`config.mk`:
```
export PLATFORM = sky130hd
export DESIGN_NAME = motor_command_frame_builder
export DESIGN_NICKNAME = d
export VERILOG_FILES = /design/src/mcfb_pkg.sv /design/src/motor_command_frame_builder.sv /design/src/mcfb_front.sv /design/src/mcfb_queue.sv /design/src/mcfb_back.sv
export SDC_FILE = /design/constraint.sdc
export NUM_CORES = 1
export LEC_CHECK = 0
export BUFFER_PORTS_ARGS = -buffer_cell sky130_fd_sc_hd__buf_2
export CAP_MARGIN = 20
export CORE_ASPECT_RATIO = 1.5
export CORE_MARGIN = 2
export CORE_UTILIZATION = 55
export CTS_CLUSTER_SIZE = 8
export DETAILED_ROUTE_END_ITERATION = 16
export GPL_TIMING_DRIVEN = 0
export PLACE_DENSITY = 0.71
export SYNTH_ARGS = -nofsm -noshare
export SYNTH_HDL_FRONTEND = slang
export SYNTH_HIERARCHICAL = 1
export SYNTH_SLANG_ARGS = --single-unit
```
`constraint.sdc`:
```
create_clock -name clock -period 5.59 [get_ports clock]
set_clock_uncertainty 0.2 [all_clocks]
set_input_delay 0 -clock clock [delete_from_list [all_inputs] [get_ports clock]]
set_output_delay 0 -clock clock [all_outputs]
set_load 0.02 [all_outputs]
```
`src/mcfb_pkg.sv`:
```
// Shared types and constants for the motor command frame builder.
// No dependencies; every other file refers to it by scoped names.
package mcfb_pkg;

   // command kinds on the request channel
   localparam logic [2:0] KIND_OFF     = 3'd0;
   localparam logic [2:0] KIND_STOP    = 3'd1;
   localparam logic [2:0] KIND_RESTORE = 3'd2;
   localparam logic [2:0] KIND_SPEED   = 3'd3;
   localparam logic [2:0] KIND_ANGLE   = 3'd4;

   // frame constants
   localparam logic [7:0] FRAME_HEADER   = 8'h3E;
   localparam logic [7:0] OPCODE_OFF     = 8'h80;
   localparam logic [7:0] OPCODE_STOP    = 8'h81;
   localparam logic [7:0] OPCODE_RESTORE = 8'h88;
   localparam logic [7:0] OPCODE_SPEED   = 8'hA2;
   localparam logic [7:0] OPCODE_ANGLE   = 8'hA3;
   localparam logic [7:0] DLEN_NONE      = 8'h00;
   localparam logic [7:0] DLEN_SPEED     = 8'h04;
   localparam logic [7:0] DLEN_ANGLE     = 8'h08;
   localparam logic [31:0] SCALE_FACTOR  = 32'd100;
   localparam logic [7:0] MOTOR_ID_RESET = 8'd1;

   // byte positions within a frame
   localparam logic [3:0] POS_HEADER     = 4'd0;
   localparam logic [3:0] POS_OPCODE     = 4'd1;
   localparam logic [3:0] POS_ID         = 4'd2;
   localparam logic [3:0] POS_DLEN       = 4'd3;
   localparam logic [3:0] POS_HSUM       = 4'd4;
   localparam logic [3:0] POS_DATA_FIRST = 4'd5;
   localparam logic [3:0] POS_DATA_LOW_LAST = 4'd8;
   localparam logic [3:0] LAST_SHORT     = 4'd4;
   localparam logic [3:0] LAST_SPEED     = 4'd9;
   localparam logic [3:0] LAST_ANGLE     = 4'd13;

   // one classified command, as queued between front and back
   typedef struct packed {
      logic [7:0]  opcode;
      logic [7:0]  motor_id;
      logic [7:0]  dlen;
      logic [7:0]  hsum;
      logic [3:0]  last_idx;
      logic [31:0] scaled;
   } cmd_type;

endpackage

```
`src/motor_command_frame_builder.sv`:
```
// Motor command frame builder: top level joining front end, queue and
// serialiser. Depends on mcfb_pkg, mcfb_front, mcfb_queue and mcfb_back.
//
// Use: present a command on req_kind/req_value with req_valid; it is taken
// at a clock edge where req_stall is low. Kinds 5 to 7 are taken and
// dropped without any response. Each valid command yields its frame on the
// rsp_ channel, one byte per transfer taken, rsp_last_byte marking the
// final byte: 5 bytes for off, stop and restore, 10 for speed, 14 for
// multi-turn angle. csr_write_enable loads the motor id; write it only
// while idle, as the block itself does not enforce this. The first byte
// passes the input stage, whose value feeds the scaling multiply, then the
// queue, the serialiser load and the output register. The serialiser then
// sends one byte per cycle while rsp_stall is low, and it loads the next
// queued command only after emitting the last byte of a frame; it sets the
// pace of the response channel. Up to QUEUE_DEPTH commands plus one in the
// input stage wait behind a busy serialiser before req_stall rises. While
// rsp_stall is high a valid byte holds and the serialiser waits. Reset
// clears all queued work, drops rsp_valid and sets the motor id to 1.
module motor_command_frame_builder #(
   parameter int QUEUE_DEPTH = 2
) (
   input  logic                clock,
   input  logic                reset,
   input  logic                req_valid,
   output logic                req_stall,
   input  logic [2:0]          req_kind,
   input  logic signed [31:0]  req_value,
   output logic                rsp_valid,
   input  logic                rsp_stall,
   output logic [7:0]          rsp_frame_byte,
   output logic                rsp_last_byte,
   input  logic                csr_write_enable,
   input  logic [7:0]          csr_write_data
);

   mcfb_pkg::cmd_type push_entry;
   mcfb_pkg::cmd_type head_entry;
   logic              q_push;
   logic              q_full;
   logic              q_pop;
   logic              q_empty;

   mcfb_front u_front (
      .clock            (clock),
      .reset            (reset),
      .req_valid        (req_valid),
      .req_stall        (req_stall),
      .req_kind         (req_kind),
      .req_value        (req_value),
      .csr_write_enable (csr_write_enable),
      .csr_write_data   (csr_write_data),
      .q_full           (q_full),
      .q_push           (q_push),
      .q_entry          (push_entry)
   );

   mcfb_queue #(
      .DEPTH (QUEUE_DEPTH)
   ) u_queue (
      .clock      (clock),
      .reset      (reset),
      .push       (q_push),
      .push_entry (push_entry),
      .full       (q_full),
      .pop        (q_pop),
      .empty      (q_empty),
      .head_entry (head_entry)
   );

   mcfb_back u_back (
      .clock          (clock),
      .reset          (reset),
      .q_empty        (q_empty),
      .q_head         (head_entry),
      .q_pop          (q_pop),
      .rsp_valid      (rsp_valid),
      .rsp_stall      (rsp_stall),
      .rsp_frame_byte (rsp_frame_byte),
      .rsp_last_byte  (rsp_last_byte)
   );

endmodule

```
`src/mcfb_front.sv`:
```
// Front end: takes requests, holds the motor id register, drops unknown
// kinds, scales the value and builds a queue entry. Uses mcfb_pkg.
module mcfb_front (
   input  logic                 clock,
   input  logic                 reset,
   input  logic                 req_valid,
   output logic                 req_stall,
   input  logic [2:0]           req_kind,
   input  logic signed [31:0]   req_value,
   input  logic                 csr_write_enable,
   input  logic [7:0]           csr_write_data,
   input  logic                 q_full,
   output logic                 q_push,
   output mcfb_pkg::cmd_type    q_entry
);

   logic        stage_valid_ff, stage_valid_in;
   logic [2:0]  kind_ff, kind_in;
   logic [31:0] value_ff, value_in;
   logic [7:0]  motor_id_ff;
   logic        accept;
   logic        known;
   logic [7:0]  opcode;
   logic [7:0]  dlen;
   logic [3:0]  last_idx;
   logic [31:0] product;

   assign req_stall = stage_valid_ff && q_full;
   assign accept    = req_valid && !req_stall;
   assign known     = (req_kind <= mcfb_pkg::KIND_ANGLE);
   assign q_push    = stage_valid_ff && !q_full;

   always_comb begin
      stage_valid_in = stage_valid_ff;
      kind_in        = kind_ff;
      value_in       = value_ff;
      if (!req_stall) begin
         // drop unknown kinds here; they never reach the queue
         stage_valid_in = accept && known;
         kind_in        = req_kind;
         value_in       = req_value;
      end
   end

   always_ff @(posedge clock) begin
      if (reset) begin
         stage_valid_ff <= 1'b0;
         motor_id_ff    <= mcfb_pkg::MOTOR_ID_RESET;
      end else begin
         stage_valid_ff <= stage_valid_in;
         if (csr_write_enable) begin
            motor_id_ff <= csr_write_data;
         end
      end
   end

   always_ff @(posedge clock) begin
      kind_ff  <= kind_in;
      value_ff <= value_in;
   end

   always_comb begin
      unique case (kind_ff)
         mcfb_pkg::KIND_OFF: begin
            opcode = mcfb_pkg::OPCODE_OFF;
            dlen = mcfb_pkg::DLEN_NONE;
            last_idx = mcfb_pkg::LAST_SHORT;
         end
         mcfb_pkg::KIND_STOP: begin
            opcode = mcfb_pkg::OPCODE_STOP;
            dlen = mcfb_pkg::DLEN_NONE;
            last_idx = mcfb_pkg::LAST_SHORT;
         end
         mcfb_pkg::KIND_RESTORE: begin
            opcode = mcfb_pkg::OPCODE_RESTORE;
            dlen = mcfb_pkg::DLEN_NONE;
            last_idx = mcfb_pkg::LAST_SHORT;
         end
         mcfb_pkg::KIND_SPEED: begin
            opcode = mcfb_pkg::OPCODE_SPEED;
            dlen = mcfb_pkg::DLEN_SPEED;
            last_idx = mcfb_pkg::LAST_SPEED;
         end
         mcfb_pkg::KIND_ANGLE: begin
            opcode = mcfb_pkg::OPCODE_ANGLE;
            dlen = mcfb_pkg::DLEN_ANGLE;
            last_idx = mcfb_pkg::LAST_ANGLE;
         end
         default: begin
            opcode = mcfb_pkg::OPCODE_OFF;
            dlen = mcfb_pkg::DLEN_NONE;
            last_idx = mcfb_pkg::LAST_SHORT;
         end
      endcase
   end

   // wraps modulo 2^32; the queue entry registers it
   assign product = 32'(value_ff * mcfb_pkg::SCALE_FACTOR);

   always_comb begin
      q_entry.opcode   = opcode;
      q_entry.motor_id = motor_id_ff;
      q_entry.dlen     = dlen;
      q_entry.hsum     = 8'(mcfb_pkg::FRAME_HEADER + opcode + motor_id_ff + dlen);
      q_entry.last_idx = last_idx;
      q_entry.scaled   = (dlen == mcfb_pkg::DLEN_NONE) ? 32'd0 : product;
   end

endmodule

```
`src/mcfb_queue.sv`:
```
// Short command queue between the front end and the serialiser.
// Holds mcfb_pkg::cmd_type entries; depth set by DEPTH (at least 2).
module mcfb_queue #(
   parameter int DEPTH = 2
) (
   input  logic                 clock,
   input  logic                 reset,
   input  logic                 push,
   input  mcfb_pkg::cmd_type    push_entry,
   output logic                 full,
   input  logic                 pop,
   output logic                 empty,
   output mcfb_pkg::cmd_type    head_entry
);

   localparam int PTR_W = $clog2(DEPTH);
   localparam int CNT_W = $clog2(DEPTH + 1);
   localparam logic [PTR_W-1:0] PTR_LAST = PTR_W'(DEPTH - 1);
   localparam logic [CNT_W-1:0] CNT_FULL = CNT_W'(DEPTH);

   mcfb_pkg::cmd_type    entries_ff [DEPTH];
   logic [PTR_W-1:0]     wr_ptr_ff, wr_ptr_in;
   logic [PTR_W-1:0]     rd_ptr_ff, rd_ptr_in;
   logic [CNT_W-1:0]     count_ff, count_in;
   logic                 do_push;
   logic                 do_pop;

   assign full       = (count_ff == CNT_FULL);
   assign empty      = (count_ff == '0);
   assign do_push    = push && !full;
   assign do_pop     = pop && !empty;
   assign head_entry = entries_ff[rd_ptr_ff];

   always_comb begin
      wr_ptr_in = wr_ptr_ff;
      rd_ptr_in = rd_ptr_ff;
      count_in  = count_ff;
      if (do_push) begin
         wr_ptr_in = (wr_ptr_ff == PTR_LAST) ? '0 : wr_ptr_ff + 1'b1;
      end
      if (do_pop) begin
         rd_ptr_in = (rd_ptr_ff == PTR_LAST) ? '0 : rd_ptr_ff + 1'b1;
      end
      if (do_push && !do_pop) begin
         count_in = count_ff + 1'b1;
      end else if (do_pop && !do_push) begin
         count_in = count_ff - 1'b1;
      end
   end

   always_ff @(posedge clock) begin
      if (reset) begin
         wr_ptr_ff <= '0;
         rd_ptr_ff <= '0;
         count_ff  <= '0;
      end else begin
         wr_ptr_ff <= wr_ptr_in;
         rd_ptr_ff <= rd_ptr_in;
         count_ff  <= count_in;
      end
   end

   always_ff @(posedge clock) begin
      if (do_push) begin
         entries_ff[wr_ptr_ff] <= push_entry;
      end
   end

endmodule

```
`src/mcfb_back.sv`:
```
// Back end: takes one queued command at a time and serialises its frame,
// one byte per cycle unless stalled, into the response register. Uses mcfb_pkg.
module mcfb_back (
   input  logic                 clock,
   input  logic                 reset,
   input  logic                 q_empty,
   input  mcfb_pkg::cmd_type    q_head,
   output logic                 q_pop,
   output logic                 rsp_valid,
   input  logic                 rsp_stall,
   output logic [7:0]           rsp_frame_byte,
   output logic                 rsp_last_byte
);

   logic              busy_ff, busy_in;
   mcfb_pkg::cmd_type cur_ff, cur_in;
   logic [3:0]        idx_ff, idx_in;
   logic [7:0]        dsum_ff, dsum_in;
   logic              out_valid_ff, out_valid_in;
   logic [7:0]        out_byte_ff, out_byte_in;
   logic              out_last_ff, out_last_in;
   logic              out_free;
   logic              emit;
   logic              is_last;
   logic [3:0]        data_off;
   logic [7:0]        low_byte;
   logic [7:0]        ext_byte;
   logic [7:0]        next_byte;

   assign out_free = !out_valid_ff || !rsp_stall;
   assign emit     = busy_ff && out_free;
   assign q_pop    = !busy_ff && !q_empty;
   assign is_last  = (idx_ff == cur_ff.last_idx);
   assign data_off = idx_ff - mcfb_pkg::POS_DATA_FIRST;
   assign ext_byte = {8{cur_ff.scaled[31]}};

   always_comb begin
      unique case (data_off[1:0])
         2'd0: low_byte = cur_ff.scaled[7:0];
         2'd1: low_byte = cur_ff.scaled[15:8];
         2'd2: low_byte = cur_ff.scaled[23:16];
         2'd3: low_byte = cur_ff.scaled[31:24];
         default: low_byte = cur_ff.scaled[7:0];
      endcase
   end

   always_comb begin
      priority if (idx_ff == mcfb_pkg::POS_HEADER) begin
         next_byte = mcfb_pkg::FRAME_HEADER;
      end else if (idx_ff == mcfb_pkg::POS_OPCODE) begin
         next_byte = cur_ff.opcode;
      end else if (idx_ff == mcfb_pkg::POS_ID) begin
         next_byte = cur_ff.motor_id;
      end else if (idx_ff == mcfb_pkg::POS_DLEN) begin
         next_byte = cur_ff.dlen;
      end else if (idx_ff == mcfb_pkg::POS_HSUM) begin
         next_byte = cur_ff.hsum;
      end else if (is_last) begin
         next_byte = dsum_ff;
      end else if (idx_ff <= mcfb_pkg::POS_DATA_LOW_LAST) begin
         next_byte = low_byte;
      end else begin
         next_byte = ext_byte;
      end
   end

   always_comb begin
      busy_in      = busy_ff;
      cur_in       = cur_ff;
      idx_in       = idx_ff;
      dsum_in      = dsum_ff;
      out_valid_in = out_valid_ff;
      out_byte_in  = out_byte_ff;
      out_last_in  = out_last_ff;
      if (q_pop) begin
         busy_in = 1'b1;
         cur_in  = q_head;
         idx_in  = mcfb_pkg::POS_HEADER;
         dsum_in = 8'd0;
      end
      if (emit) begin
         out_valid_in = 1'b1;
         out_byte_in  = next_byte;
         out_last_in  = is_last;
         idx_in       = idx_ff + 1'b1;
         // accumulate data bytes only
         if (idx_ff >= mcfb_pkg::POS_DATA_FIRST && !is_last) begin
            dsum_in = dsum_ff + next_byte;
         end
         if (is_last) begin
            busy_in = 1'b0;
         end
      end else if (out_free) begin
         out_valid_in = 1'b0;
      end
   end

   always_ff @(posedge clock) begin
      if (reset) begin
         busy_ff      <= 1'b0;
         out_valid_ff <= 1'b0;
      end else begin
         busy_ff      <= busy_in;
         out_valid_ff <= out_valid_in;
      end
   end

   always_ff @(posedge clock) begin
      cur_ff      <= cur_in;
      idx_ff      <= idx_in;
      dsum_ff     <= dsum_in;
      out_byte_ff <= out_byte_in;
      out_last_ff <= out_last_in;
   end

   assign rsp_valid      = out_valid_ff;
   assign rsp_frame_byte = out_byte_ff;
   assign rsp_last_byte  = out_last_ff;

endmodule

```
==> flow_summary.yaml, run 1 <==
timing:
  post-route-period-util_pct: 82.3
  setup_viol_count_final: 0
  rsz0062_at_grt: "false"
  fmax_ghz: 0.217
  hold_viol: 0
  tns_ns: 0
  relSlewSlack_pct: 36.7
  drv_slew: 0
  min_period_ns: 4.60
  tightest_slew_ns: 0.949
worst_setup_path:
  cp-end-kind: "register"
  crit_type: "reg -> reg"
  cp-start-kind: "register"
  cp.arrival_ns: 4.87
  critPathRequiredTime_ns: 5.86
  crit_path_max_fanout: 10
placed_design:
  finalWeightedCongestion: 0.896
  hpwlAfterDp_mm: 19.0
  place.port_buffers: 55
  placed_area_um2: 14900
route:
  wl_per_cell_um: 17.0
  routed_wl_mm: 28.0
  antenna_left: 0
  vias: 8642
  dr.pass1.iters: 5
  dr.first_iter.drc_count: 278
  post-route-drc-count: 0
  vias_per_cell: 5.27
clock_tree:
  cts_buffers: 40
  postCtsSetupRepairBufs: 0
  clock_latency_ns: 0.53
  cts_sinks: 274
  max-clock-path-buffers: 3
  cts-htree-levels: 2
  cts_root_buffer: "clkbuf_16"
  cts_tree: "yes"
  path_clk_slew_ns: 0.05
floorplan:
  die_w_um: 135
  rows: 71
  dieArea_um2: 27000
  io_pins: 59
  die_h_um: 200
  start_util_pct: 56.2
  core_um2: 25100
synth:
  syn_inst: 1083
  synth_xor_area_share_pct: 2.92
  synth_top_family_by_area: "adder cells"
  ys_ff_latch: 274
  synth_area_leaders: "edfxtp_1 53%, ha_1 9.6%, inv_1 4.1%"
  synthMuxAreaShare_pct: 6.73
  synth.avg_cell_area_um2: 13.0
  async_flop_share_pct: 0
  synth_top_cell_area_share_pct: 53.2
  seq_area_frac_synth_pct: 56.6
  yosys.area.top_type: "edfxtp_1"
  yosysWarnings: 6
  synth_compound_area_share_pct: 8.13
  yosysUniqueCellTypes: 67
  synth_edf_count: 250
  ys.flop_type: "edfxtp_1"
  synthSimpleGateAreaFrac_pct: 5.80
  netlist_area_um2: 14100
  synth-adder-area-share_pct: 13.4
grt:
  grt_first_pass_wirelength_mm: 45.5
  grt_usage_pct: 21.7
  grt_max_degree: 70
  grt_pass1_vias: 9154
  antenna_found_initial: 0
  grt-ovfl-total: 0
power:
  seq_power_share_pct: 36.5
  intPower_mw: 5.51
  clockPowerShare_pct: 25.8
  power.density_nw_per_um2: 497
  swShare_pct: 34.8
  p_sw_mw: 2.94
  ir_drop_mv: 0.344
  leakagePower_nw: 7.02
  p_comb_share_pct: 37.7
layout:
  diodes: 0
  final_nets: 1471
  drive_gt1_share_pct: 17.6
  areaGrowthSynthToFinish_pct: 20.4
  finish.instance_area_um2: 17000
  final.fill_count: 1850
hold_path:
  hp-class: "in -> reg"
run_status:
  status: "finished clean"
job:
  cap_violations: 0
[final cells by class]
| type | instances | area, um^2 | area share, % |
|---|---|---|---|
| buffer | 49 | 322 | 1.89 |
| multi-input combinational | 616 | 5280 | 31.0 |
| clock inverter | 4 | 53.8 | 0.316 |
| clock buffer | 62 | 1080 | 6.37 |
| tap | 328 | 410 | 2.41 |
| timing repair buffer | 152 | 1280 | 7.54 |
| inverter | 155 | 587 | 3.45 |
| sequential | 274 | 7990 | 47.0 |
[cells by family (layout without fill, tap and decap cells)]
family	Yosys count	count (layout)
and+or+nand+nor	167	167
buffers and inverters	204	422
xor gates and xnor gates	47	47
adders and majority gates	135	135
other	2	13
AOI/OAI and AO/OA	175	175
muxes	79	79
DFF	274	274
[critical path: stages, from the launching register on]
cell and delay, ns:
edfxtp_1 0.53, inv_1 0.16, ha_1 0.28, clkbuf_1 0.42, a222oi_1 0.19, o21ai_0 0.24, a211oi_1 0.13, o21ai_0 0.21
o21ai_0 0.12, a21oi_1 0.33, ha_1 0.30, a21oi_1 0.19, o21ai_0 0.13, a2111oi_0 0.52, o21ai_0 0.17, mux2i_1 0.19
mux2i_1 0.20
[path summary, 6_finish.rpt]
kind | from | to | slack (ns) | cells past startpoint
setup / recovery | u_back/idx_ff[0] | u_back/dsum_ff[7] | 0.99 | 16
hold / removal | reset | register | 0.17 | 3
setup reg to reg | u_back/idx_ff[0] | u_back/dsum_ff[7] | 0.99 | 16
hold reg to reg | u_back/dsum_ff[7] | u_back/dsum_ff[7] | 0.28 | 1
[Yosys cell counts (all sizes together), types with 3 or more instances]
library cell / number
a211oi: 10
a21o: 16
a21oi: 44
a222oi: 8
a22oi: 5
a31oi: 6
and3: 5
and4: 3
buf: 37
clkbuf: 12
dfxtp: 24
edfxtp: 250
fa: 27
ha: 108
inv: 155
mux2: 68
mux2i: 11
nand2: 50
nand2b: 5
nand3: 8
nand3b: 3
nand4: 8
nor2: 55
nor2b: 11
nor3: 4
o211ai: 6
o21ai: 48
o21bai: 9
o221ai: 4
o22ai: 6
or2: 3
or3: 4
xnor2: 28
xor2: 19
[per-layer routing]
layer | track usage [%] | part of all wire (%)
met1 | 21.9 | 35
met2 | 42.0 | 57
met3 | 3.21 | 3.0
met4 | 11.3 | 5.0
met5 | 0 | 0
[power groups by stage]
stage          Combinational (mW)  Clock (mW)  Sequential, mW
3_5_place_dp                 3.12           0            3.12
4_1_cts                      3.20        2.23            3.09
2_1_floorplan                2.37           0            3.06
3_3_place_gp                 3.02           0            3.14
6_report                     3.19        2.18            3.08
5_1_grt                      3.56        2.31            3.12
[flip-flops by register name, summed over array words and instances, names as in the netlist, named ones only]
register,count
u_back/busy_ff,1
u_back/cur_ff,68
u_back/dsum_ff,8
u_back/idx_ff,4
u_back/rsp_frame_byte,8
u_back/rsp_last_byte,1
u_back/rsp_valid,1
u_front/kind_ff,3
u_front/motor_id_ff,8
u_front/stage_valid_ff,1
u_front/value_ff,30
u_queue/count_ff,2
u_queue/entries_ff,136
u_queue/rd_ptr_ff,1
u_queue/wr_ptr_ff,1
[stage by stage]
stage	hold WS, ns	power, mW	util (%)	setup WS (ns)	std cells
2_1_floorplan	-0.131	5.43	-	1.73	1094
3_3_place_gp	-0.0239	6.16	59.1	0.535	1477
3_5_place_dp	-0.0219	6.24	59.3	1.10	1479
4_1_cts	0.118	8.51	67.6	1.04	1640
5_1_grt	0.169	8.98	67.6	0.680	1640
6_report	0.170	8.45	67.6	0.991	1640
[timing repair]
item,in CTS,in global routing
endpoints found under the setup margin,0,0
resized for setup,0,0
hold buffers,95,0
endpoints found under the hold margin,55,0
[placed cells by master, fill, tap and decap left out, drive strengths merged, types with 28 or more instances in the layout]
cell	netlist	routed
o21ai	48	48
inv	155	157
dlygate4sd3	0	95
a21oi	44	44
edfxtp	250	250
xnor2	28	28
mux2	68	68
nor2	55	55
nand2	50	50
ha	108	108
clkbuf	12	74
buf	37	94
(Power assumes the default switching activity.)
==> inputs of run 2 (changes only) <==
--- a/config.mk
+++ b/config.mk
@@ -13,7 +13,7 @@
 export CTS_CLUSTER_SIZE = 8
 export DETAILED_ROUTE_END_ITERATION = 16
 export GPL_TIMING_DRIVEN = 0
-export PLACE_DENSITY = 0.71
+export PLACE_DENSITY = 0.74
 export SYNTH_ARGS = -nofsm -noshare
 export SYNTH_HDL_FRONTEND = slang
 export SYNTH_HIERARCHICAL = 1
==> constraint.sdc (replaced) <==
create_clock -name clock -period 3.7 [get_ports clock]
set_clock_uncertainty 0.2 [all_clocks]
set_input_delay 0 -clock clock [delete_from_list [all_inputs] [get_ports clock]]
set_output_delay 0 -clock clock [all_outputs]
set_load 0.02 [all_outputs]
==> flow_summary.yaml, run 2 (same netlist as run 1, synthesis figures left out) <==
run_status:
  status: "complete, but fails checks"
  violations: "setup timing"
grt:
  grt_usage_pct: 21.9
  grt-ovfl-total: 0
  grt_pass1_vias: 9375
  grt_max_degree: 65
  grt_first_pass_wirelength_mm: 46.2
  antenna_found_initial: 0
timing:
  setup_viol_count_final: 2
  hold_viol: 0
  relSlewSlack_pct: 44.1
  holdWs_ns: 0.167
  rsz0062_at_grt: "true"
  tightest_slew_ns: 0.836
  min_period_ns: 3.75
  drv_slew: 0
  setup_ws_ns: -0.0457
  fmax_ghz: 0.267
  post-route-period-util_pct: 101
route:
  post-route-drc-count: 0
  routed_wl_mm: 29.3
  antenna_left: 0
  vias: 8937
  wl_per_cell_um: 17.3
  dr.pass1.iters: 5
  dr.first_iter.drc_count: 462
  vias_per_cell: 5.29
power:
  p_comb_share_pct: 43.9
  clockPowerShare_pct: 23.4
  ir_drop_mv: 0.510
  leakagePower_nw: 7.35
  seq_power_share_pct: 32.7
  power.density_nw_per_um2: 786
  p_sw_mw: 5.03
  intPower_mw: 9.15
  swShare_pct: 35.5
hold_path:
  min_from: "reset"
  hp-class: "in -> reg"
  holdPathStages: 3
layout:
  largest_reg_flops: 136
  multiInputGateArea_um2: 5870
  layout_common_cells: "250 x edfxtp_1, 146 x inv_1, 94 x dlygate4sd3_1"
  final.fill_count: 1638
  final_common_cell: "edfxtp_1"
  areaGrowthSynthToFinish_pct: 27.8
  reg_top3: "u_queue/entries_ff x136, u_back/cur_ff x68, u_front/value_ff x30"
  drive_gt1_share_pct: 27.3
  final_nets: 1521
  area.sequential_um2: 7990
  diodes: 0
  finish.instance_area_um2: 18000
  top_register: "u_queue/entries_ff"
placed_design:
  placed_area_um2: 14900
  hpwlAfterDp_mm: 19.0
  place.port_buffers: 55
  finalWeightedCongestion: 0.892
worst_setup_path:
  crit_path_max_fanout: 8
  cp.arrival_ns: 3.99
  r2r_cells: 15
  timing.rr.end: "u_back/dsum_ff[7]"
  crit_type: "reg -> reg"
  r2r_setup_slack_ns: -0.05
  critPathRequiredTime_ns: 3.95
  cp-end-kind: "register"
  reg2reg_from: "u_back/idx_ff[0]"
  critPathLaunch: "u_back/idx_ff[0]"
  cp-start-kind: "register"
clock_tree:
  path_clk_slew_ns: 0.05
  cts_buffers: 40
  cts_sinks: 274
  max-clock-path-buffers: 3
  cts-htree-levels: 2
  clock_latency_ns: 0.54
  cts_root_buffer: "clkbuf_16"
  cts_tree: "yes"
floorplan:
  core_um2: 25100
  io_pins: 59
  die_h_um: 200
  dieArea_um2: 27000
  die_w_um: 135
  start_util_pct: 56.2
  rows: 71
job:
  cap_violations: 0
[run 2: cell count changes in the layout (fill, tap and decap cells not counted), moves of 7 or more]
cell and change:
a21oi_1 -16, buf_4 +47, o21ai_2 +7, ha_1 -23, ha_4 +17, a21oi_2 +11
o21ai_0 -11
[run 2: what timing repair did]
item / in CTS / in global routing
setup buffers: 19 / 34
endpoints found under the setup margin: 35 / 31
hold buffers: 94 / 0
endpoints found under the hold margin: 55 / 0
pin swaps: 27 / 59
gates cloned: 0 / 1
resized for setup: 65 / 76
[run 2: how the worst max path moves through the flow]
| stage | slack, ns | to |
|---|---|---|
| after floorplan | 0.1 | u_back/dsum_ff[6] |
| after global placement | -0.78 | u_back/dsum_ff[7] |
| after detailed placement | -0.79 | u_back/dsum_ff[6] |
| after CTS | -0.04 | u_back/dsum_ff[6] |
| after global routing | -0.26 | u_back/dsum_ff[7] |
| final | -0.05 | u_back/dsum_ff[7] |
[run 2: metal layers]
| metal | global-route usage (%) | part of all wire (%) |
|---|---|---|
| met5 | 0 | 0 |
| met2 | 40.1 | 55 |
| met4 | 13.3 | 5.6 |
| met1 | 22.8 | 36 |
| met3 | 3.80 | 3.4 |
[run 2: through the flow]
| step | total power [mW] | instances | utilization (%) | TNS, ns | worst slack (ns) |
|---|---|---|---|---|---|
| after floorplan | 8.20 | 1094 | - | 0 | 0.0952 |
| after global placement | 9.32 | 1477 | 59.1 | -35.20 | -0.779 |
| after detailed placement | 9.47 | 1480 | 59.4 | -7.20 | -0.790 |
| after CTS | 13.5 | 1657 | 69.4 | -0.0668 | -0.0442 |
| after global routing | 15.0 | 1691 | 71.8 | -0.597 | -0.256 |
| final | 14.2 | 1691 | 71.8 | -0.0851 | -0.0457 |
[run 2: layout make-up]
type,count,share of cell area (%)
clock inverter,3,0.291
multi-input combinational,616,32.5
inverter,155,3.26
buffer,45,1.81
timing repair inverter,1,0.0277
clock buffer,64,6.16
tap,328,2.27
timing repair buffer,205,9.40
sequential,274,44.3
[run 2: power groups by stage]
| stage | Clock, mW | Combinational (mW) | Sequential (mW) |
|---|---|---|---|
| 2_1_floorplan | 0 | 3.59 | 4.61 |
| 3_3_place_gp | 0 | 4.61 | 4.71 |
| 3_5_place_dp | 0 | 4.78 | 4.69 |
| 4_1_cts | 3.39 | 5.47 | 4.64 |
| 5_1_grt | 3.52 | 6.81 | 4.68 |
| 6_report | 3.32 | 6.23 | 4.63 |
[run 2: critical path, stage by stage, from the launching register on]
cell       delay [ns]
edfxtp_1         0.46
buf_6            0.17
ha_4             0.18
a222oi_1         0.36
o21ai_1          0.16
a211oi_2         0.30
o21ai_0          0.12
o21ai_0          0.11
a21oi_1          0.14
ha_1             0.36
inv_1            0.09
o21ai_4          0.20
a2111oi_4        0.10
or3b_1           0.37
mux2i_1          0.16
mux2i_1          0.19
